**config.mk**
```make
export PLATFORM = sky130hd
export DESIGN_NAME = smmd_ram
export DESIGN_NICKNAME = d
export VERILOG_FILES = /design/src/rtl/core/smmd_ram.sv
export SDC_FILE = /design/constraint.sdc
export NUM_CORES = 1
export LEC_CHECK = 0
export BUFFER_PORTS_ARGS = -buffer_cell sky130_fd_sc_hd__buf_4
export CAP_MARGIN = 20
export CORE_MARGIN = 2
export CORE_UTILIZATION = 55
export DETAILED_ROUTE_END_ITERATION = 8
export PLACE_DENSITY_LB_ADDON = 0.15
export SETUP_SLACK_MARGIN = 0.3
export SLEW_MARGIN = 30
export SYNTH_ARGS = -nofsm -noshare
export SYNTH_HDL_FRONTEND = slang
export SYNTH_SLANG_ARGS = --single-unit
```
**constraint.sdc**
```tcl
create_clock -name clock -period 4 [get_ports clock]
set_clock_uncertainty 0.15 [all_clocks]
set_input_delay 0.6 -clock clock [delete_from_list [all_inputs] [get_ports clock]]
set_output_delay 0.6 -clock clock [all_outputs]
set_load 0.01 [all_outputs]
```
**src/rtl/core/smmd_ram.sv**
```systemverilog
// ----------------------------------------------------------------------------
// smmd_ram
// Generic single-port-write, single-port-read RAM with registered read.
// ----------------------------------------------------------------------------
module smmd_ram #(
   parameter int WIDTH = 8,
   parameter int DEPTH = 16,
   parameter int AW    = (DEPTH > 1) ? $clog2(DEPTH) : 1
) (
   input  logic             clock,
   input  logic             we,
   input  logic [AW-1:0]    waddr,
   input  logic [WIDTH-1:0] wdata,
   input  logic [AW-1:0]    raddr,
   output logic [WIDTH-1:0] rdata
);

   logic [WIDTH-1:0] mem_ff [DEPTH];
   logic [WIDTH-1:0] rdata_ff;

   always_ff @(posedge clock) begin
      if (we) begin
         mem_ff[waddr] <= wdata;
      end
      rdata_ff <= mem_ff[raddr];
   end

   assign rdata = rdata_ff;

endmodule

```
==> results of run 1 <==
[through the flow]
step	total power, mW	utilization	instances	cell area [um2]	setup WS, ns
final	3.31	0.658	391	6020	2.04
after global routing	3.42	0.658	391	6020	1.95
after CTS	3.33	0.658	391	6020	2.02
after detailed placement	1.79	0.592	359	5420	1.48
after global placement	1.78	0.592	359	5420	1.58
after floorplan	1.71	-	229	5150	1.76
[layer usage]
layer	global-route usage	vias to the layer above
met5	0	-
met4	0.0822	0
li1	-	1048
met2	0.306	93
met1	0.316	1200
met3	0.0548	16
[flip-flops by register name, summed over array words and instances, names as in the netlist]
| register | flops |
|---|---|
| mem_ff | 128 |
| rdata | 8 |
[report_power, final]
| part | switching [mW] | total (mW) | internal (mW) |
|---|---|---|---|
| Combinational | 0.0848 | 0.152 | 0.0671 |
| Clock | 0.584 | 1.55 | 0.969 |
| Sequential | 0.00940 | 1.60 | 1.59 |
| Total | 0.678 | 3.31 | 2.63 |
[placed cells by master, fill, tap and decap left out, drive strengths merged]
cell and n:
edfxtp 128, clkinv 5, or3b 1, clkbuf 18, and2 1, bufinv 3
clkinvlp 4, and2b 1, buf 29, inv 2, nor3 4, nor2 13
nor2b 1, nand2 9, nand2b 2, nand3 1, a22oi 16, nand3b 2
mux4 32, dfxtp 8
[logic make-up (layout without fill, tap and decap cells)]
group | after synthesis | in the layout
and+or+nand+nor | 35 | 35
muxes | 32 | 32
AOI/OAI and AO/OA | 16 | 16
DFF | 136 | 136
buffers and inverters | 10 | 61
[cell type report]
| cell class | count | area [um2] |
|---|---|---|
| clock buffer | 18 | 428 |
| clock inverter | 14 | 174 |
| sequential | 136 | 4000 |
| multi-input combinational | 83 | 1060 |
| tap | 111 | 139 |
| timing repair buffer | 29 | 218 |
| fill | 591 | 3130 |
[final timing paths]
check | start | end | slack, ns
min reg2reg | mem_ff[10][6]$_DFFE_PP_ | rdata[6]$_DFF_P_ | 0.54
min | wdata[1] | mem_ff[7][1]$_DFFE_PP_ | 0.24
max | waddr[2] | mem_ff[0][4]$_DFFE_PP_ | 2.04
max reg2reg | mem_ff[3][7]$_DFFE_PP_ | rdata[7]$_DFF_P_ | 2.48
==> metrics.md, run 1 <==
| Metric | Value |
|---|---|
| Max H-tree Level | `4` |
| Hold crit path type | `in2reg` |
| Boundary Pins | `26` |
| Port Buffer Count | `25` |
| TritonCTS clock tree | `built` |
| PwrDens | `549 nW/um2` |
| Seq cells post-synth | `136` |
| Crit path buffers/inverters | `2` |
| Relative slew margins | `0.359` |
| CP peak stage delay | `0.56 ns` |
| GR Overflow Total | `0` |
| Site Rows | `35` |
| DRC | `0` |
| Postcts setup bufs | `0` |
| CP required | `4.07 ns` |
| Max-Cap Viols | `0` |
| Worst skew pair latency | `0.51 ns` |
| Final worst path period need | `1.96 ns` |
| Startpoint Class | `input port` |
| Post-synth net total | `247` |
| WL/cell | `24.4 um` |
| Die Y | `101 um` |
| Mux cell area share after synthesis | `0.150` |
| EDFF count, synth | `128` |
| Syn_area_per_cell | `22.5 um2` |
| Synth-to-Final Area Change | `17.0%` |
| Post-synthesis sequential area ratio | `0.778` |
| Least-Margin Pin Slew | `0.958 ns` |
| Max-slew violations | `0` |
| Resized cells post-CTS | `0` |
| Final setup fails | `0` |
| Metal1 wirelength | `4290 um` |
| GPL Wtd Cong | `0.783` |
| Final nets | `285` |
| Die ar. | `10,100 um2` |
| DR vias/cell | `6.03` |
| RSZ-0062 raised after global routing | `false` |
| Critical path depth | `4` |
| Synth top area cells | `edfxtp_1 75%, mux4_2 7.9%, mux4_1 7.1%, dfxtp_1 3.1%, a22oi_1 2.3%` |
| Sink Count | `136` |
| Most common cell on crit path | `buf_4` |
| Antenna Cells | `0` |
| Top Metal Used | `met4` |
| Max Fclk | `510 MHz` |
| DP Wirelength | `5730 um` |
| CTS root buffer | `clkbuf_8` |
| Number of distinct library cells after synthesis | `19` |
| Setup TNS | `0 ns` |
| Commonest cells post-synth | `128 x edfxtp_1, 18 x mux4_2, 16 x a22oi_1, 14 x mux4_1, 13 x nor2_1` |
| Global-route wire length before repair | `14,600 um` |
| Async S/R FF share, synth | `0` |
| Initial DRC Count | `167` |
| Slowest CP cell | `nor3_1` |
| Remaining antenna violation count | `0` |
| Ys Warns | `0` |
| Largest family of logic cells by synthesized area | `multiplexers` |
| WL met2 | `4450 um` |
| Adder and majority gate portion of the synthesized area | `0` |
| Fin. Hold Viols | `0` |
| Die Wd | `101 um` |
| Met3 wire len | `628 um` |
| Count leader, synth | `edfxtp_1` |
| Max Root-Sink Buffers | `2` |
| Xor-xnor portion of the synthesized cell area | `0` |
| Fin crit share | `0.490` |
| Cell Area, Synth | `5150 um2` |
| Outcome | `finished clean` |
| Final wirelength | `9540 um` |
| Core footprint | `9150 um2` |
| Crit path capture type | `flop` |
| Critical Path AT | `2.03 ns` |
| CTS Buf Count | `17` |
| Layout cells sized above 1 | `0.293` |
| Leakage Power | `2.02 nW` |
| Simple-Gate Fraction of Synth Area | `0.0318` |
| Worst IR Drop VDD | `371 uV` |
| Clock Pin Slew Worst Setup and Hold Paths | `0.06 ns` |
| Top-area cell type share of the netlist area | `0.747` |
| Post-synthesis cell count | `229` |
| R2r worst-path depth | `3` |
| Largest net degree at the start of global routing | `33` |
| CP top delay family | `simple AND/OR/NAND/NOR gates` |
| Ys flop type | `edfxtp_1` |
| Worst Path Max Fanout | `5` |
| Vias in the first global route | `2,414` |
| Worst path cell trace | `buf_4 > or3b_2 > nor3_1 > buf_4` |
| Initial Util | `0.562` |
| CTS Hold Bufs | `0` |
| Worst hold slack | `0.243 ns` |
| Initial antenna violation count | `0` |
| Complex-gate fraction of the synthesized area | `0.0233` |
| Routed vias | `2,357` |
| Largest area contributor in the netlist | `edfxtp_1` |
| Total GRT Usage | `0.212` |
| Kind of critical path | `in2reg` |
| DR pass1 iterations | `5` |
| Worst Hold Depth | `1` |
No activity file was read; power rests on OpenSTA's default activity.
==> run 2: changes to the inputs <==
--- a/config.mk
+++ b/config.mk
@@ -5,6 +5,7 @@
 export SDC_FILE = /design/constraint.sdc
 export NUM_CORES = 1
 export LEC_CHECK = 0
+export ABC_AREA = 1
 export BUFFER_PORTS_ARGS = -buffer_cell sky130_fd_sc_hd__buf_4
 export CAP_MARGIN = 20
 export CORE_MARGIN = 2
==> constraint.sdc (replaced) <==
create_clock -name clock -period 1.6 [get_ports clock]
set_clock_uncertainty 0.15 [all_clocks]
set_input_delay 0.24 -clock clock [delete_from_list [all_inputs] [get_ports clock]]
set_output_delay 0.24 -clock clock [all_outputs]
set_load 0.01 [all_outputs]
==> metrics.md, run 2 <==
| Metric | Value |
|---|---|
| Outcome | `finished clean` |
| Leakage Power | `3.04 nW` |
| Ys Warns | `0` |
| Hold crit path type | `in2reg` |
| Worst Path Max Fanout | `1` |
| Max-Cap Viols | `0` |
| Async S/R FF share, synth | `0` |
| Site Rows | `37` |
| Relative slew margins | `0.765` |
| Worst path cell trace | `buf_6` |
| Fin. Hold Viols | `0` |
| Post-synthesis cell count | `551` |
| Layout cells sized above 1 | `0.152` |
| Sink Count | `136` |
| Final wirelength | `12,700 um` |
| Number of flip-flops in the largest register | `128` |
| Critical Path AT | `0.96 ns` |
| PwrDens | `1210 nW/um2` |
| DR pass1 iterations | `5` |
| Post-synthesis sequential area ratio | `0.694` |
| R2R Path End | `rdata[1]$_DFF_P_` |
| Total Power | `8.40 mW` |
| Setup TNS | `0 ns` |
| Worst skew pair latency | `0.52 ns` |
| Postcts setup bufs | `0` |
| Top-area cell type share of the netlist area | `0.667` |
| Final setup fails | `0` |
| Largest Register | `mem_ff` |
| Most frequent cells in the layout | `173 x nand2_1, 128 x edfxtp_1, 100 x inv_1` |
| Cell Area, Synth | `5770 um2` |
| CTS Buf Count | `17` |
| Count leader, synth | `nand2_1` |
| Crit path capture type | `output pin` |
| Startpoint Class | `flop` |
| Ys flop type | `edfxtp_1` |
| DR vias/cell | `5.08` |
| Post-layout util | `0.679` |
| GR Overflow Total | `0` |
| RR Startpoint | `mem_ff[10][1]$_DFFE_PP_` |
| RSZ-0062 raised after global routing | `true` |
| Initial DRC Count | `316` |
| Port Buffer Count | `25` |
| Routed vias | `3,842` |
| Kind of critical path | `reg2out` |
| Die Wd | `106 um` |
| Antenna Cells | `0` |
| Max Root-Sink Buffers | `2` |
| PnR worst setup slack | `0.246 ns` |
| Core footprint | `10,200 um2` |
| Commonest cells post-synth | `173 x nand2_1, 128 x edfxtp_1, 100 x inv_1, 97 x nand3_1, 17 x nor2_1` |
| Post-synth net total | `569` |
| CTS root buffer | `clkbuf_8` |
| Syn_area_per_cell | `10.5 um2` |
| Final nets | `625` |
| DP Wirelength | `7830 um` |
| Placement-stage cell area | `6210 um2` |
| DRC | `0` |
| Worst R2R Setup Slack | `0.42 ns` |
| Max Fclk | `738 MHz` |
| WL/cell | `16.8 um` |
| Worst Hold Depth | `6` |
| Die ar. | `11,300 um2` |
| Initial Util | `0.564` |
| Largest net degree at the start of global routing | `33` |
| Hold EP | `rdata[2]$_DFF_P_` |
| Fillers | `750` |
| TritonCTS clock tree | `built` |
| Seq cells post-synth | `136` |
| Die Y | `106 um` |
| Synth-to-Final Area Change | `20.5%` |
| Final worst path period need | `1.35 ns` |
| Synth top area cells | `edfxtp_1 67%, nand2_1 11%, nand3_1 8.4%, inv_1 6.5%, dfxtp_1 2.8%` |
| EDFF count, synth | `128` |
| GPL Wtd Cong | `0.822` |
| Clock Pin Slew Worst Setup and Hold Paths | `0.06 ns` |
| Max-slew violations | `0` |
| Worst IR Drop VDD | `787 uV` |
| Fin crit share | `0.846` |
| Boundary Pins | `26` |
| Vias in the first global route | `3,763` |
| Number of distinct library cells after synthesis | `12` |
| Remaining antenna violation count | `0` |
| Largest area contributor in the netlist | `edfxtp_1` |
| CP top delay family | `flip-flops` |
| CP peak stage delay | `0.35 ns` |
| Initial antenna violation count | `0` |
| Total GRT Usage | `0.248` |
| Hold wc startpoint | `raddr[1]` |
| CP required | `1.21 ns` |
| Max H-tree Level | `4` |
| Most common cell after layout, fill and taps aside | `nand2_1` |
| Final Cell Area | `6950 um2` |
| Slowest CP cell | `dfxtp_2` |
| Global-route wire length before repair | `20,400 um` |
| Crit path buffers/inverters | `1` |
| R2r worst-path depth | `6` |
| Least-Margin Pin Slew | `0.353 ns` |
| Pre-CTS setup slack | `0.162 ns` |
-- run 2: final cells by class --
class / instances / area [um2] / area share
Inverter: 102 / 383 / 0.0551
Timing Repair Buffer: 61 / 571 / 0.0821
Multi-Input combinational cell: 289 / 1230 / 0.178
Tap cell: 136 / 170 / 0.0245
Clock inverter: 10 / 125 / 0.0180
Clock buffer: 22 / 453 / 0.0652
Sequential cell: 136 / 4010 / 0.578
-- run 2: where the power goes --
group | internal (mW) | total, mW | switching [mW]
sequential | 3.99 | 4.01 | 0.0271
combinational | 0.218 | 0.576 | 0.358
clock | 2.44 | 3.81 | 1.37
-- run 2: kinds of logic (layout without fill, tap and decap cells) --
family / Yosys count / in the layout / share of synthesized area
buffers and inverters: 126 / 195 / 0.0952
DFF: 136 / 136 / 0.694
and+or+nand+nor: 289 / 289 / 0.210
-- run 2: tightest hold or removal path, stage by stage --
cell	delay, ns
buf_4	0.10
buf_4	0.20
nand2_1	0.08
nand3_1	0.06
nand3_1	0.06
nand2_1	0.06
-- run 2: worst max-delay path by stage --
stage                           startpoint  slack (ns)                 endpoint  depth (start not counted)
after global placement            raddr[0]        0.19         rdata[6]$_DFF_P_                          7
after CTS                 rdata[3]$_DFF_P_        0.23                 rdata[3]                          1
after global routing      rdata[3]$_DFF_P_        0.22                 rdata[3]                          1
after detailed placement          raddr[0]        0.16         rdata[1]$_DFF_P_                          8
final                     rdata[3]$_DFF_P_        0.25                 rdata[3]                          1
after floorplan                   waddr[2]        0.26  mem_ff[10][0]$_DFFE_PP_                          2
-- run 2: repair_timing --
item	CTS	global route
cloned	0	0
setup endpoints to repair	8	15
endpoints found under the hold margin	136	0
resized for setup	12	8
hold buffers	10	0
pin swaps	0	0
-- run 2: metrics by stage --
| step | cells | hold slack (ns) |
|---|---|---|
| after floorplan | 551 | 0.189 |
| after global placement | 714 | 0.411 |
| after detailed placement | 714 | 0.415 |
| after CTS | 756 | 0.124 |
| after global routing | 756 | 0.185 |
| final | 756 | 0.145 |
-- run 2: metal layers --
layer | routed length, um | up-vias | global-route usage
li1 | - | 1882 | -
met1 | 5510 | 1811 | 0.353
met2 | 6110 | 132 | 0.381
met3 | 923 | 17 | 0.0503
met4 | 189 | 0 | 0.0912
met5 | 0 | - | 0
==> run 3: changes to the inputs <==
--- a/config.mk
+++ b/config.mk
@@ -5,11 +5,11 @@
 export SDC_FILE = /design/constraint.sdc
 export NUM_CORES = 1
 export LEC_CHECK = 0
-export ABC_AREA = 1
+export ABC_AREA = 0
 export BUFFER_PORTS_ARGS = -buffer_cell sky130_fd_sc_hd__buf_4
 export CAP_MARGIN = 20
 export CORE_MARGIN = 2
-export CORE_UTILIZATION = 55
+export CORE_UTILIZATION = 54
 export DETAILED_ROUTE_END_ITERATION = 8
 export PLACE_DENSITY_LB_ADDON = 0.15
 export SETUP_SLACK_MARGIN = 0.3
==> constraint.sdc (replaced) <==
create_clock -name clock -period 1.2 [get_ports clock]
set_clock_uncertainty 0.15 [all_clocks]
set_input_delay 0.18 -clock clock [delete_from_list [all_inputs] [get_ports clock]]
set_output_delay 0.18 -clock clock [all_outputs]
set_load 0.01 [all_outputs]
==> metrics.md, run 3 (synthesized netlist as in run 1, its figures left out) <==
| Metric | Value |
|---|---|
| Die Y | `102 um` |
| TritonCTS clock tree | `built` |
| Boundary Pins | `26` |
| Largest Register | `mem_ff` |
| Hold crit path type | `in2reg` |
| Max-slew violations | `0` |
| Antenna Cells | `0` |
| Pre-CTS setup slack | `-0.605 ns` |
| Routed vias | `2,487` |
| Leakage Power | `2.25 nW` |
| Area taken by multi-input logic gates | `1200 um2` |
| PnR worst setup slack | `-0.264 ns` |
| Layout cells sized above 1 | `0.476` |
| Kind of critical path | `reg2reg` |
| Worst Hold Depth | `4` |
| Final setup fails | `16` |
| Site Rows | `35` |
| GR Overflow Total | `0` |
| Die ar. | `10,300 um2` |
| Failing checks | `setup timing` |
| Worst skew pair latency | `0.51 ns` |
| Max-Cap Viols | `0` |
| DR pass1 iterations | `4` |
| Switching share of power | `0.207` |
| Seq pwr share | `0.493` |
| Worst Path Max Fanout | `1` |
| GPL Wtd Cong | `0.730` |
| Max Root-Sink Buffers | `2` |
| Combinational power share | `0.067` |
| Crit path capture type | `flop` |
| Vias in the first global route | `2,650` |
| Initial antenna violation count | `0` |
| Port Buffer Count | `25` |
| CTS Buf Count | `17` |
| Critical Path AT | `1.70 ns` |
| Clk network pwr share | `0.440` |
| Global-route wire length before repair | `15,600 um` |
| DP Wirelength | `6350 um` |
| Register Area | `4010 um2` |
| Initial DRC Count | `126` |
| Max Fclk | `683 MHz` |
| Remaining antenna violation count | `0` |
| Die Wd | `102 um` |
| Outcome | `complete, but fails checks` |
| Placement-stage cell area | `5980 um2` |
| Least-Margin Pin Slew | `0.818 ns` |
| Fin crit share | `1.22` |
| Hold wc startpoint | `raddr[1]` |
| Max H-tree Level | `4` |
| WL/cell | `22.5 um` |
| Fin. Hold Viols | `0` |
| Sink Count | `136` |
| R2r worst-path depth | `3` |
| PwrDens | `1610 nW/um2` |
| DR vias/cell | `5.55` |
| RSZ-0062 raised after global routing | `true` |
| Final worst path period need | `1.46 ns` |
| Worst R2R Setup Slack | `-0.26 ns` |
| Most common cell after layout, fill and taps aside | `edfxtp_1` |
| RR Startpoint | `mem_ff[11][5]$_DFFE_PP_` |
| Final Cell Area | `6760 um2` |
| Clock Pin Slew Worst Setup and Hold Paths | `0.06 ns` |
| Largest net degree at the start of global routing | `17` |
| Core footprint | `9240 um2` |
| Most frequent cells in the layout | `128 x edfxtp_1, 31 x mux4_2, 27 x buf_4` |
| Switch Pwr | `2.25 mW` |
| Total GRT Usage | `0.219` |
| Int Power | `8.62 mW` |
| Worst IR Drop VDD | `1260 uV` |
| Fillers | `533` |
| Final wirelength | `10,100 um` |
| Relative slew margins | `0.454` |
| CTS root buffer | `clkbuf_8` |
| Synth-to-Final Area Change | `31.4%` |
| Startpoint Class | `flop` |
| R2R Path End | `rdata[5]$_DFF_P_` |
| Initial Util | `0.557` |
| DRC | `0` |
| Number of flip-flops in the largest register | `128` |
| CP required | `1.44 ns` |
| Final nets | `324` |
| Hold EP | `rdata[0]$_DFF_P_` |
[run 3: changes by cell type in the layout (fill, tap and decap cells not counted), sizes merged, moves of 9 or more]
cell,change
nand2,-164
inv,-102
nand3,-96
mux4,+32
a22oi,+16
buf,+9
[run 3: power groups by stage]
stage	sequential, mW	combinational (mW)	clock [mW]
2_1_floorplan	5.45	0.322	0
3_3_place_gp	5.44	0.654	0
3_5_place_dp	5.45	0.666	0
4_1_cts	5.36	0.728	4.81
5_1_grt	5.37	0.783	5.03
6_report	5.36	0.732	4.79
[run 3: layer usage]
layer	part of all wire	GRT usage	up-vias
li1	-	-	1116
met1	0.40	0.276	1290
met2	0.55	0.379	75
met3	0.046	0.0552	6
met4	0.0055	0.0624	0
met5	0	0	-
[run 3: what timing repair did]
item / CTS / global route
hold buffers: 8 / 0
endpoints found under the hold margin: 128 / 0
gates resized for setup: 27 / 5
pin swaps: 3 / 1
setup buffers: 1 / 2
endpoints found under the setup margin: 88 / 80
[run 3: metrics by stage]
stage          total power, mW   util  TNS, ns  hold slack, ns  cells
6_report                  10.9  0.732    -2.32          0.0523    448
5_1_grt                   11.2  0.732    -2.93          0.0380    448
4_1_cts                   10.9  0.727    -2.73          0.0294    446
3_5_place_dp              6.11  0.647   -35.55           0.346    405
3_3_place_gp              6.10  0.647   -34.55           0.337    405
2_1_floorplan             5.77      -   -12.30           0.129    229
[run 3: critical path, stage by stage, from the launching register on]
cell,delay [ns]
edfxtp_1,0.37
mux4_2,0.50
a22oi_2,0.24
nand2_1,0.09
[run 3: worst max-delay path by stage]
stage | from | to | slack (ns) | cells after the start
finish | mem_ff[11][5]$_DFFE_PP_ | rdata[5]$_DFF_P_ | -0.26 | 3
global placement | raddr[0] | rdata[5]$_DFF_P_ | -0.52 | 5
detailed placement | raddr[0] | rdata[5]$_DFF_P_ | -0.61 | 5
floorplan | waddr[2] | mem_ff[0][0]$_DFFE_PP_ | -0.23 | 2
CTS | mem_ff[11][5]$_DFFE_PP_ | rdata[5]$_DFF_P_ | -0.30 | 3
global route | mem_ff[11][5]$_DFFE_PP_ | rdata[5]$_DFF_P_ | -0.32 | 3
[run 3: layout make-up]
| cell class | instances | area share |
|---|---|---|
| Sequential cell | 136 | 0.593 |
| Multi-Input combinational cell | 83 | 0.178 |
| Timing Repair Buffer | 68 | 0.124 |
| Clock buffer | 18 | 0.0618 |
| Tap cell | 129 | 0.0239 |
| Clock inverter | 14 | 0.0198 |
