### config.mk
export PLATFORM = sky130hd
export DESIGN_NAME = smmd_div
export DESIGN_NICKNAME = d
export VERILOG_FILES = /design/src/rtl/core/smmd_pkg.sv /design/src/rtl/core/smmd_div.sv
export SDC_FILE = /design/constraint.sdc
export NUM_CORES = 1
export LEC_CHECK = 0
export BUFFER_PORTS_ARGS = -buffer_cell sky130_fd_sc_hd__buf_4
export CAP_MARGIN = 10
export CORE_MARGIN = 2
export CORE_UTILIZATION = 43
export DETAILED_ROUTE_END_ITERATION = 16
export GPL_ROUTABILITY_DRIVEN = 0
export PLACE_DENSITY = 0.7
export SYNTH_ARGS = -nofsm -noshare
export SYNTH_HDL_FRONTEND = slang
export SYNTH_SLANG_ARGS = --single-unit
### constraint.sdc
create_clock -name clock -period 2.4 [get_ports clock]
set_input_delay 0.12 -clock clock [delete_from_list [all_inputs] [get_ports clock]]
set_output_delay 0.12 -clock clock [all_outputs]
set_load 0.005 [all_outputs]
### src/rtl/core/smmd_pkg.sv
// ----------------------------------------------------------------------------
// smmd_pkg
// Types and constants shared by the sweep min/max/mean decimator.
// ----------------------------------------------------------------------------
package smmd_pkg;

   localparam int CHAN_W    = 6;
   localparam int SAMP_W    = 16;
   localparam int PIX_W     = 12;
   localparam int CNT_W     = 11;
   localparam int SUM_W     = 26;
   localparam int PHASE_W   = 32;
   localparam int RATIO_W   = 27;
   localparam int SWIDTH_W  = 13;
   localparam int CSR_IDX_W = 2;
   localparam int CSR_DAT_W = 27;

   // pixel position register is PIX_W wide, so the sweep limit is fixed with it
   localparam int MAX_PIXELS = 4096;

   localparam logic [CSR_IDX_W-1:0] CSR_RATIO  = 2'd0;
   localparam logic [CSR_IDX_W-1:0] CSR_WIDTH  = 2'd1;
   localparam logic [CSR_IDX_W-1:0] CSR_TMODE  = 2'd2;

   localparam logic [RATIO_W-1:0]  RATIO_ONE   = 27'd65536;
   localparam logic [RATIO_W-1:0]  RATIO_MAX   = 27'd67108864;
   localparam logic [PHASE_W-1:0]  PHASE_ONE   = 32'd65536;
   localparam logic [SWIDTH_W-1:0] WIDTH_RESET = 13'd1024;

   localparam logic signed [SAMP_W-1:0] SAMP_TOP = 16'sh7fff;
   localparam logic signed [SAMP_W-1:0] SAMP_BOT = -16'sh8000;

   typedef struct packed {
      logic signed [SUM_W-1:0]  sum;
      logic signed [SAMP_W-1:0] low;
      logic signed [SAMP_W-1:0] high;
      logic [CNT_W-1:0]         samples;
      logic [PHASE_W-1:0]       phase;
      logic [PIX_W-1:0]         pos;
      logic                     waiting;
   } entry_type;

   localparam int ENTRY_W = $bits(entry_type);

   localparam entry_type ENTRY_RESET = '{
      sum:     '0,
      low:     SAMP_TOP,
      high:    SAMP_BOT,
      samples: '0,
      phase:   '0,
      pos:     '0,
      waiting: 1'b0
   };

   typedef struct packed {
      logic [CHAN_W-1:0]        channel;
      logic signed [SAMP_W-1:0] sample;
      logic                     trigger;
      logic                     paused;
   } req_word_type;

   typedef struct packed {
      logic [CHAN_W-1:0]        out_channel;
      logic [PIX_W-1:0]         pixel_x;
      logic signed [SAMP_W-1:0] bin_mean;
      logic signed [SAMP_W-1:0] bin_min;
      logic signed [SAMP_W-1:0] bin_max;
      logic [CNT_W-1:0]         bin_count;
      logic                     sweep_end;
   } rsp_word_type;

endpackage

### src/rtl/core/smmd_div.sv
// ----------------------------------------------------------------------------
// smmd_div
// Restoring divider, one quotient bit per cycle, unsigned operands.
// ----------------------------------------------------------------------------
module smmd_div import smmd_pkg::*; (
   input  logic             clock,
   input  logic             reset,
   input  logic             start,
   input  logic [SUM_W-1:0] dividend,
   input  logic [CNT_W-1:0] divisor,
   output logic             done,
   output logic [SUM_W-1:0] quotient
);

   localparam int STEP_W = $clog2(SUM_W + 1);

   logic [SUM_W-1:0]  quo_ff, quo_in;
   logic [CNT_W-1:0]  rem_ff, rem_in;
   logic [CNT_W-1:0]  dsr_ff, dsr_in;
   logic [STEP_W-1:0] step_ff, step_in;
   logic              busy_ff, busy_in;
   logic              done_ff, done_in;
   logic [CNT_W:0]    rem_sh;
   logic [CNT_W:0]    rem_sub;

   always_comb begin
      rem_sh  = {rem_ff, quo_ff[SUM_W-1]};
      rem_sub = rem_sh - {1'b0, dsr_ff};
      quo_in  = quo_ff;
      rem_in  = rem_ff;
      dsr_in  = dsr_ff;
      step_in = step_ff;
      busy_in = busy_ff;
      done_in = 1'b0;
      if (start) begin
         quo_in  = dividend;
         rem_in  = '0;
         dsr_in  = divisor;
         step_in = '0;
         busy_in = 1'b1;
      end else if (busy_ff) begin
         if (rem_sh >= {1'b0, dsr_ff}) begin
            rem_in = rem_sub[CNT_W-1:0];
            quo_in = {quo_ff[SUM_W-2:0], 1'b1};
         end else begin
            rem_in = rem_sh[CNT_W-1:0];
            quo_in = {quo_ff[SUM_W-2:0], 1'b0};
         end
         step_in = step_ff + 1'b1;
         if (step_ff == STEP_W'(SUM_W - 1)) begin
            busy_in = 1'b0;
            done_in = 1'b1;
         end
      end
   end

   always_ff @(posedge clock) begin
      if (reset) begin
         busy_ff <= 1'b0;
         done_ff <= 1'b0;
      end else begin
         busy_ff <= busy_in;
         done_ff <= done_in;
      end
      quo_ff  <= quo_in;
      rem_ff  <= rem_in;
      dsr_ff  <= dsr_in;
      step_ff <= step_in;
   end

   assign done     = done_ff;
   assign quotient = quo_ff;

endmodule

==> summary.txt, run 1 <==
Outcome
  • Status: complete, no violations

Clock tree
  • TritonCTS buffer count: 5
  • CTS tree: yes
  • Clock tree sinks: 55
  • Clock Path Buffers: 2
  • Root buffer cell: clkbuf_8
  • Clk pin slew, worst setup/hold paths: 0.10 ns
  • H-Tree Depth: 2
  • Later-pin clock latency in the skew report: 0.30 ns

Synthesis
  • Syn Area/Cell: 12.31 um2
  • Mapped Cells: 220
  • Net Count, Synth: 274
  • EDFF count, synth: 37
  • Top FF cell, synth: edfxtp_1
  • Register bit total from synthesis: 55
  • Post-synth cell types: 42
  • Post-synthesis async set-or-reset flop share: 0
  • Register area share after synthesis: 0.5432
  • Cell area after synthesis: about 2700 um2
  • Syn. warnings: 0

Floorplan
  • Die area: 6951 um2
  • Die Width: 83.37 um
  • Core Box Area: about 6000 um2
  • Initial cell density of the core: 0.4522
  • Core Rows: 28
  • Die Y-Extent: approximately 83 um
  • I/O pin count: 67

Drt
  • Routed via count: approximately 2000
  • Antenna Nets Post-Route: 0
  • DRC: 0
  • Number of DRC markers in iteration 0: 129
  • Wire per inst: roughly 15 um
  • Drt pass-1 iters: 4
  • WL final: 5699 um
  • Drt via density: 5.192

Global routing
  • Largest net degree at the start of global routing: 28
  • Global-route wire length before repair: about 9500 um
  • Initial antenna violation count: 0
  • Number of global-route vias before repair: 2022
  • GRT overflow: 0
  • All-Layer GR Usage: 0.1709

STA
  • Tcrit/Tclk final: 0.9588
  • Hold Violations, Final: 0
  • Post-route setup TNS: 0 ns
  • Fin. max-slew vios: 0
  • F_max: 0.4346 GHz
  • Slew headroom: 0.6485
  • Final worst slack: ~0.099 ns
  • # setup viols final: 0
  • Worst clock skew: a little under 0.004 ns
  • Worst Tran Pin Value: 0.5253 ns
  • Min cycle time layout: 2.301 ns

Worst hold path
  • Worst Hold Class: in -> reg
  • Min-Delay Path Depth: 3
  • Hold_sp: dividend[0]
  • Worst-case hold path end point: quotient[0]

Setup path
  • Worst R2R Setup Slack: about 0.1 ns
  • Worst Setup End Kind: register
  • Crit Path Class: reg -> reg
  • Setup crit start kind: register
  • Arrival time at the worst endpoint: 2.52 ns
  • R2r startpoint: quotient[25]
  • Crit path max-delay cell type: or3_1
  • RR Endpoint: rem_ff[3]
  • Reg2reg path depth: 9
  • Critical Path Fanout Max: 13
  • Max stage delay on crit path: 0.39 ns
  • CP required: 2.62 ns
  • Worst-path cell chain: inv_1 -> ha_1 -> fa_2 -> nor2b_4 -> o31a_4 -> o21ai_2 -> a21o_4 -> or3_1 -> a311oi_2

Final layout
  • Area growth from synthesis to layout: 31.82%
  • Ant diodes: 0
  • Fin nets: 363
  • # fillers: 514
  • Layout cell share with drive strength beyond 1: 0.3839
  • Most common cell after layout, fill and taps aside: buf_4
  • Area of the multi-input gates: 1159 um2
  • Register area: between 1000 and 1500 um2
  • Most frequent cells in the layout: 78 x buf_4, 37 x edfxtp_1, 26 x mux2_2

Place
  • Hpwl dp: 3972 um
  • Post-place setup slack: -0.06688 ns
  • I/O Buffers: 66

Flow run
  • Max-cap violations: 0

Power and ir drop
  • Final total power: 2085 uW
  • PD cells: 583.8 nW/um2
  • Pleak: 0.001495 uW
  • Peak supply drop: slightly below 0.4 mV
worst max path at each step:
stage	from	to
6_report	quotient[25]	rem_ff[3]
5_1_grt	quotient[25]	rem_ff[3]
4_1_cts	quotient[25]	rem_ff[3]
3_5_place_dp	quotient[25]	rem_ff[3]
3_3_place_gp	quotient[25]	rem_ff[3]
2_1_floorplan	quotient[25]	rem_ff[4]
sequential cells by signal, indices dropped and copies added (netlist names):
signal	flops
done	1
busy_ff	1
dsr_ff	11
quotient	26
rem_ff	11
step_ff	5
layer usage:
layer | vias to the layer above | global-route usage | wire length, um
li1 | 995 | - | -
met1 | 940 | 0.2233 | 2621
met2 | 60 | 0.2705 | 2650
met3 | 4 | 0.05169 | 365
met4 | 0 | 0.05812 | 62
met5 | - | 0 | 0
final cells by class:
class | instances | share of cell area
Clock buffer | 6 | 0.02032
Clock inverter | 2 | 0.003504
Timing Repair Buffer | 90 | 0.1976
Sequential cell | 55 | 0.4121
Tap cell | 75 | 0.02628
Multi-Input combinational cell | 142 | 0.3245
Inverter | 15 | 0.01577
metrics by stage:
step                utilization  cell area (um2)  instances  hold slack, ns
global placement         0.5579             3342        364          0.2912
detailed placement       0.5579             3342        364          0.2923
global route             0.5961             3571        385         0.09534
finish                   0.5961             3571        385         0.09422
CTS                      0.5934             3555        384         0.08180
floorplan                     -             2709        220          0.1924
cell usage after synthesis (all sizes together) (4+ instances only):
cell type	count	area, um2
a211oi	4	35.03
xor2	6	52.55
nand4	4	25.02
mux2	27	307.8
a32oi	4	35.03
nand2	11	41.29
inv	15	56.30
ha	13	162.7
a21oi	6	30.03
nor2	20	75.07
o21ai	8	43.79
buf	7	35.03
o21a	4	31.28
nand2b	4	25.02
xnor2	4	35.03
dfxtp	18	360.4
edfxtp	37	1111
power breakdown:
part / switching, uW / total, uW / internal, uW
clock network: 302 / 508 / 205
registers: 46.4 / 1150 / 1100
logic: 184 / 430 / 246
total: 533 / 2080 / 1550
worst max-delay path: cells and delay by family (launching register included):
kind,cells,cell delay (ns)
adders and majority gates,2,0.59
and+or+nand+nor,2,0.52
DFF,1,0.35
buffers and inverters,1,0.06
AOI/OAI and AO/OA,4,0.69
repair_timing:
action,4_1_cts,5_1_grt
setup endpoints to repair,5,3
pin swaps,0,1
resized for setup,2,2
hold buffers,12,0
hold endpoints to repair,13,0
setup buffers,0,1
cells by family after synthesis:
kind of cell / Yosys count / share of synthesized area
adders and majority gates: 14 / 0.06744
AOI/OAI and AO/OA: 42 / 0.1192
and+or+nand+nor: 49 / 0.08914
buffers and inverters: 23 / 0.03510
muxes: 27 / 0.1136
xor gates and xnor gates: 10 / 0.03233
DFF: 55 / 0.5432
(Power assumes the default switching activity.)
==> run 2, diff against run 1 <==
--- a/config.mk
+++ b/config.mk
@@ -11,6 +11,7 @@
 export CORE_UTILIZATION = 43
 export DETAILED_ROUTE_END_ITERATION = 16
 export GPL_ROUTABILITY_DRIVEN = 0
+export GPL_TIMING_DRIVEN = 0
 export PLACE_DENSITY = 0.7
 export SYNTH_ARGS = -nofsm -noshare
 export SYNTH_HDL_FRONTEND = slang
==> run 2 against run 1 <==
Design area increased by 1.9%. Critical path type unchanged. Total power grew 0.81%. Critical endpoint is now rem_ff[0]. Worst setup slack worse by 0.0059 ns. Non-clock buffer count up 10.
==> summary.txt, run 2 (synthesis gave the netlist of run 1 again) <==
Floorplan
  • Core Rows: 28 (unchanged)
  • Die area: 6951 um2 (unchanged)
  • Core Box Area: 5991 um2 (unchanged)
  • Initial cell density of the core: 0.4522 (unchanged)
  • Die Y-Extent: 83.37 um (unchanged)
  • Die Width: 83.37 um (unchanged)
  • I/O pin count: 67 (unchanged)

Place
  • Area of placed instances: 3298 um2 (-1.3%)
  • Hpwl dp: 4019 um (+1.2%)
  • I/O Buffers: 66 (unchanged)

Final layout
  • Most frequent cells in the layout: 81 x buf_4, 37 x edfxtp_1, 26 x mux2_2
  • Final Cell Area: 3638 um2 (+1.9%)
  • Area growth from synthesis to layout: 34.32%
  • Ant diodes: 0 (unchanged)
  • Most common cell after layout, fill and taps aside: buf_4
  • Max reg flops: 26 (unchanged)
  • Fin nets: 373 (+2.8%)
  • Layout cell share with drive strength beyond 1: 0.3875 (+0.003629)

STA
  • Post-route setup TNS: 0 ns (unchanged)
  • F_max: 0.4335 GHz (-0.26%)
  • # setup viols final: 0 (unchanged)
  • Fin. max-slew vios: 0 (unchanged)
  • Min cycle time layout: 2.307 ns (+0.005895 ns)
  • Worst clock skew: 0.008292 ns (+0.004350 ns)
  • Hold Violations, Final: 0 (unchanged)
  • Tcrit/Tclk final: 0.9612 (+0.002456)
  • Slew headroom: 0.3401 (-0.3085)
  • Worst Tran Pin Value: 0.9888 ns (+0.4635 ns)

Drt
  • Routed via count: 2039 (+2.0%)
  • DRC: 0 (unchanged)
  • Drt pass-1 iters: 4 (unchanged)
  • Antenna Nets Post-Route: 0 (unchanged)
  • Wire per inst: 14.63 um (-1.1%)
  • WL final: 5780 um (+1.4%)
  • Number of DRC markers in iteration 0: 112 (-13%)
  • Drt via density: 5.162 (-0.58%)

Power and ir drop
  • Clk network pwr share: 0.238 (-0.006)
  • Sw frac: 0.2532 (-0.002455)
  • Int Power: 1569 uW (+1.1%)
  • PD cells: 577.6 nW/um2 (-1.1%)
  • Reg power frac: 0.545 (-0.005)
  • Peak supply drop: 0.2888 mV (-27%)
  • Combinational power share: 0.217 (+0.011)
  • Pleak: 0.001516 uW (+1.4%)
  • Psw: 532.1 uW (-0.16%)

Global routing
  • Largest net degree at the start of global routing: 27 (-3.6%)
  • Initial antenna violation count: 0 (unchanged)
  • Number of global-route vias before repair: 2085 (+3.1%)
  • Global-route wire length before repair: 9729 um (+2.0%)
  • GRT overflow: 0 (unchanged)
  • All-Layer GR Usage: 0.1733 (+0.002346)

Setup path
  • CP required: 2.62 ns (about the same)
  • Max stage delay on crit path: 0.43 ns (+0.04 ns)
  • Buf/Inv on CP: 2 (+1)
  • Critical Path Fanout Max: 8 (-5)
  • Setup crit start kind: register
  • Delay-heaviest family, CP: compound AO/OA/AOI/OAI gates
  • Worst-path cell chain: inv_2 -> ha_4 -> fa_2 -> nor2b_4 -> o31a_4 -> o21ai_4 -> a21o_1 -> buf_6 -> mux2_4 -> a211oi_2
  • Arrival time at the worst endpoint: 2.52 ns (about the same)
  • Crit Path Class: reg -> reg
  • Worst Setup End Kind: register
  • Crit path max-delay cell type: edfxtp_1

Clock tree
  • Clk pin slew, worst setup/hold paths: 0.10 ns (about the same)
  • Clock tree sinks: 55 (unchanged)
  • Later-pin clock latency in the skew report: 0.30 ns (about the same)
  • TritonCTS buffer count: 5 (unchanged)
  • CTS tree: yes
  • H-Tree Depth: 2 (unchanged)
  • Clock Path Buffers: 2 (unchanged)
  • Root buffer cell: clkbuf_8

Worst hold path
  • Worst Hold Class: in -> reg

Outcome
  • Status: complete, no violations

Flow run
  • Max-cap violations: 0 (unchanged)
-- run 2: through the flow --
| stage | util | cells | worst slack [ns] | hold WS, ns | total power (uW) |
|---|---|---|---|---|---|
| after CTS | 0.6046 | 395 | 0.01403 | 0.1010 | 2112 |
| after global routing | 0.6074 | 395 | -0.01065 | 0.09464 | 2214 |
| after floorplan | - | 220 | 0.1667 | 0.1924 | 1381 |
| after detailed placement | 0.5505 | 361 | -0.04945 | 0.2951 | 1560 |
| after global placement | 0.5505 | 361 | -0.05201 | 0.2910 | 1553 |
| final | 0.6074 | 395 | 0.09306 | 0.1116 | 2101 |
-- run 2: path summary, 6_finish.rpt --
path,startpoint,end,slack (ns),cells after the start
setup / recovery,quotient[25],rem_ff[0],0.09,10
hold / removal,dividend[12],quotient[12],0.11,2
setup reg to reg,quotient[25],rem_ff[0],0.09,10
hold reg to reg,rem_ff[1],rem_ff[1],0.50,2
-- run 2: routing by layer --
metal	wire length [um]	share of wire	GRT usage
met3	365	0.063	0.04473
met1	2687	0.46	0.2315
met4	88	0.015	0.06557
met5	0	0	0
met2	2639	0.46	0.2705
-- run 2: area by class of cell --
type / count / area, um2
Fill cell: 484 / 2352
Multi-Input combinational cell: 142 / 1171
Inverter: 15 / 56.30
Clock inverter: 1 / 7.507
Tap cell: 75 / 93.84
Timing Repair Buffer: 92 / 720.7
Clock buffer: 7 / 76.32
Sequential cell: 55 / 1471
Buffer: 8 / 41.29
-- run 2: repair_timing --
item,in CTS,in global routing
gates resized for setup,4,3
endpoints found under the setup margin,10,12
buffers inserted,14,1
endpoints found under the hold margin,13,0
pin swaps,2,3
hold buffers,12,0
-- run 2: power by group through the flow --
stage / Clock, uW / Combinational, uW / Sequential [uW]
after floorplan: 0 / 222 / 1160
after global placement: 0 / 389 / 1160
after detailed placement: 0 / 394 / 1170
after CTS: 518 / 449 / 1140
after global routing: 555 / 503 / 1160
final: 500 / 457 / 1140
-- run 2: worst register-to-register path, stage by stage (launching register included) --
cell and delay (ns):
edfxtp_1 0.43, inv_2 0.11, ha_4 0.14, fa_2 0.23, nor2b_4 0.05, o31a_4 0.30, o21ai_4 0.15, a21o_1 0.18
buf_6 0.15, mux2_4 0.31, a211oi_2 0.19
==> run 3, diff against run 2 <==
--- a/config.mk
+++ b/config.mk
@@ -13,6 +13,8 @@
 export GPL_ROUTABILITY_DRIVEN = 0
 export GPL_TIMING_DRIVEN = 0
 export PLACE_DENSITY = 0.7
+export SETUP_SLACK_MARGIN = 0.5
 export SYNTH_ARGS = -nofsm -noshare
 export SYNTH_HDL_FRONTEND = slang
 export SYNTH_SLANG_ARGS = --single-unit
+export TNS_END_PERCENT = 5
==> run 3 against run 2 <==
Hold slack worse by 0.021 ns. Utilization is 0.25 points higher. Flip-flop and latch count stayed put. Sequential share of layout area is 0.17 points lower. Sequential power hardly changed. Wire length is 1.8% higher. Non-clock buffer count is 6 lower. Global-route usage is 0.26 points lower. Total power is 11% higher. Critical endpoint is now rem_ff[4].
==> summary.txt, run 3 (synthesis gave the netlist of run 1 again) <==
Outcome
  • Status: complete, no violations

Final layout
  • Ant diodes: 0 (unchanged)
  • Most frequent cells in the layout: 74 x buf_4, 37 x edfxtp_1, 26 x mux2_2
  • Area growth from synthesis to layout: 34.87%
  • Layout cell share with drive strength beyond 1: 0.3822 (-0.005334)
  • Fin util: 0.6099 (+0.002506)
  • Most common cell after layout, fill and taps aside: buf_4
  • Fin nets: 367 (-1.6%)
  • Max reg flops: 26 (unchanged)

Drt
  • Number of DRC markers in iteration 0: 121 (+8.0%)
  • Wire per inst: 15.13 um (+3.4%)
  • WL final: 5885 um (+1.8%)
  • Antenna Nets Post-Route: 0 (unchanged)
  • DRC: 0 (unchanged)
  • Drt via density: 5.265 (+2.0%)
  • Drt pass-1 iters: 4 (unchanged)
  • Routed via count: 2048 (+0.44%)

Setup path
  • Critical Path Fanout Max: 7 (-1)
  • Crit path launch: quotient[25]
  • Reg2reg path depth: 10 (unchanged)
  • Crit. path cell count: 10 (unchanged)
  • R2r startpoint: quotient[25]
  • Arrival time at the worst endpoint: 2.47 ns (-0.05 ns)
  • RR Endpoint: rem_ff[4]
  • Setup crit start kind: register
  • Crit path max-delay cell type: edfxtp_1
  • Max stage delay on crit path: 0.39 ns (-0.04 ns)
  • Buf/Inv on CP: 2 (unchanged)
  • Worst Setup End Kind: register
  • Worst R2R Setup Slack: 0.15 ns (+0.06 ns)
  • Worst setup endpoint: rem_ff[4]
  • Worst-path cell chain: inv_2 -> ha_4 -> fa_2 -> nor2b_4 -> o31a_4 -> o21ai_4 -> a21o_1 -> buf_6 -> a211o_1 -> a311oi_2
  • CP required: 2.62 ns (about the same)
  • Delay-heaviest family, CP: compound AO/OA/AOI/OAI gates
  • Crit Path Class: reg -> reg

STA
  • # setup viols final: 0 (unchanged)
  • F_max: 0.4443 GHz (+2.5%)
  • Tcrit/Tclk final: 0.9378 (-0.02339)
  • Fin. max-slew vios: 0 (unchanged)
  • Final worst slack: 0.1492 ns (+0.05614 ns)
  • Hold Violations, Final: 0 (unchanged)
  • Worst clock skew: 0.009390 ns (+0.001098 ns)
  • Final hold slack: 0.09017 ns (-0.02146 ns)
  • RSZ-0062 raised after global routing: yes
  • Worst Tran Pin Value: 1.052 ns (+0.06337 ns)
  • Min cycle time layout: 2.251 ns (-0.05614 ns)
  • Slew headroom: 0.2978 (-0.04229)

Clock tree
  • TritonCTS buffer count: 5 (unchanged)
  • Clk pin slew, worst setup/hold paths: 0.11 ns (about the same)
  • Root buffer cell: clkbuf_8
  • H-Tree Depth: 2 (unchanged)
  • Later-pin clock latency in the skew report: 0.31 ns (about the same)
  • CTS tree: yes
  • Clock Path Buffers: 2 (unchanged)
  • Clock tree sinks: 55 (unchanged)

Power and ir drop
  • PD cells: 640.7 nW/um2 (+11%)
  • Pleak: 0.001522 uW (+0.37%)
  • Psw: 566.4 uW (+6.5%)
  • Combinational power share: 0.190 (-0.027)
  • Peak supply drop: 0.4534 mV (+57%)
  • Sw frac: 0.2420 (-0.01122)
  • Reg power frac: 0.489 (-0.056)
  • Clk network pwr share: 0.321 (+0.083)
  • Int Power: 1774 uW (+13%)

Flow run
  • Max-cap violations: 0 (unchanged)

Floorplan
  • Die Y-Extent: 83.37 um (unchanged)
  • Initial cell density of the core: 0.4522 (unchanged)
  • Die area: 6951 um2 (unchanged)
  • Die Width: 83.37 um (unchanged)
  • I/O pin count: 67 (unchanged)
  • Core Box Area: 5991 um2 (unchanged)
  • Core Rows: 28 (unchanged)

Place
  • I/O Buffers: 66 (unchanged)
  • Post-place setup slack: 0.006787 ns (+0.05624 ns)
  • Hpwl dp: 4141 um (+3.0%)

Global routing
  • Initial antenna violation count: 0 (unchanged)
  • Number of global-route vias before repair: 2012 (-3.5%)
  • GRT overflow: 0 (unchanged)
  • Global-route wire length before repair: 9542 um (-1.9%)
  • All-Layer GR Usage: 0.1707 (-0.002557)
  • Largest net degree at the start of global routing: 27 (unchanged)

Worst hold path
  • Worst Hold Class: in -> reg
## run 3: cell count changes in the layout (fill, tap and decap cells not counted), sizes merged
cell,change
buf,-6
bufinv,+2
clkbuf,-2
clkinvlp,-1
inv,+1
## run 3: final cells by class
class / count / area, um2
fillers: 495 / 2337
flip-flops and latches: 55 / 1471
multi-input cells: 142 / 1171
repair buffers: 86 / 679.4
well taps: 75 / 93.84
clock inverters: 3 / 71.32
clock buffers: 5 / 68.82
inverters: 15 / 56.30
plain buffers: 8 / 41.29
## run 3: routing by layer
layer  track usage  up-vias  wire (um)
li1              -     1001          -
met1        0.2188      976       2633
met2        0.2764       64       2743
met3       0.05567        7        429
met4       0.04918        0         80
met5             0        -          0
## run 3: worst min-delay path by stage
| stage | startpoint | to | slack, ns | depth (start not counted) |
|---|---|---|---|---|
| after global placement | reset | busy_ff | 0.29 | 2 |
| after global routing | dividend[24] | quotient[24] | 0.09 | 2 |
| final | dividend[0] | quotient[0] | 0.09 | 3 |
| after detailed placement | reset | busy_ff | 0.30 | 2 |
| after floorplan | reset | busy_ff | 0.19 | 1 |
| after CTS | dividend[0] | quotient[0] | 0.09 | 3 |
## run 3: worst reg2reg max path: cells and delay by family, from the launching register on
kind,cells,cell delay (ns)
AO/OA/AOI/OAI,5,0.88
adder cells (fa/ha/maj),2,0.53
buffers and inverters,2,0.21
flip-flops,1,0.39
AND/OR/NAND/NOR,1,0.14
## run 3: per-stage QoR
stage,total power [uW],instances,setup TNS [ns],cell area (um2)
5_1_grt,2434,389,0,3654
4_1_cts,2341,387,0,3635
3_3_place_gp,1553,361,-0.06336,3301
3_5_place_dp,1564,361,0,3301
6_report,2341,389,0,3654
2_1_floorplan,1382,220,0,2711
## run 3: power groups by stage
stage	clock network (uW)	logic [uW]	registers [uW]
after floorplan	0	223	1160
after global placement	0	390	1160
after detailed placement	0	399	1170
after CTS	758	437	1150
after global routing	790	488	1160
final	751	445	1150
## run 3: what timing repair did
action                                  in CTS  in global routing
endpoints found under the setup margin      38                 38
gates resized for setup                      6                  2
hold buffers                                12                  0
pin swaps                                   12                  6
endpoints found under the hold margin       13                  0
setup buffers                                6                  2
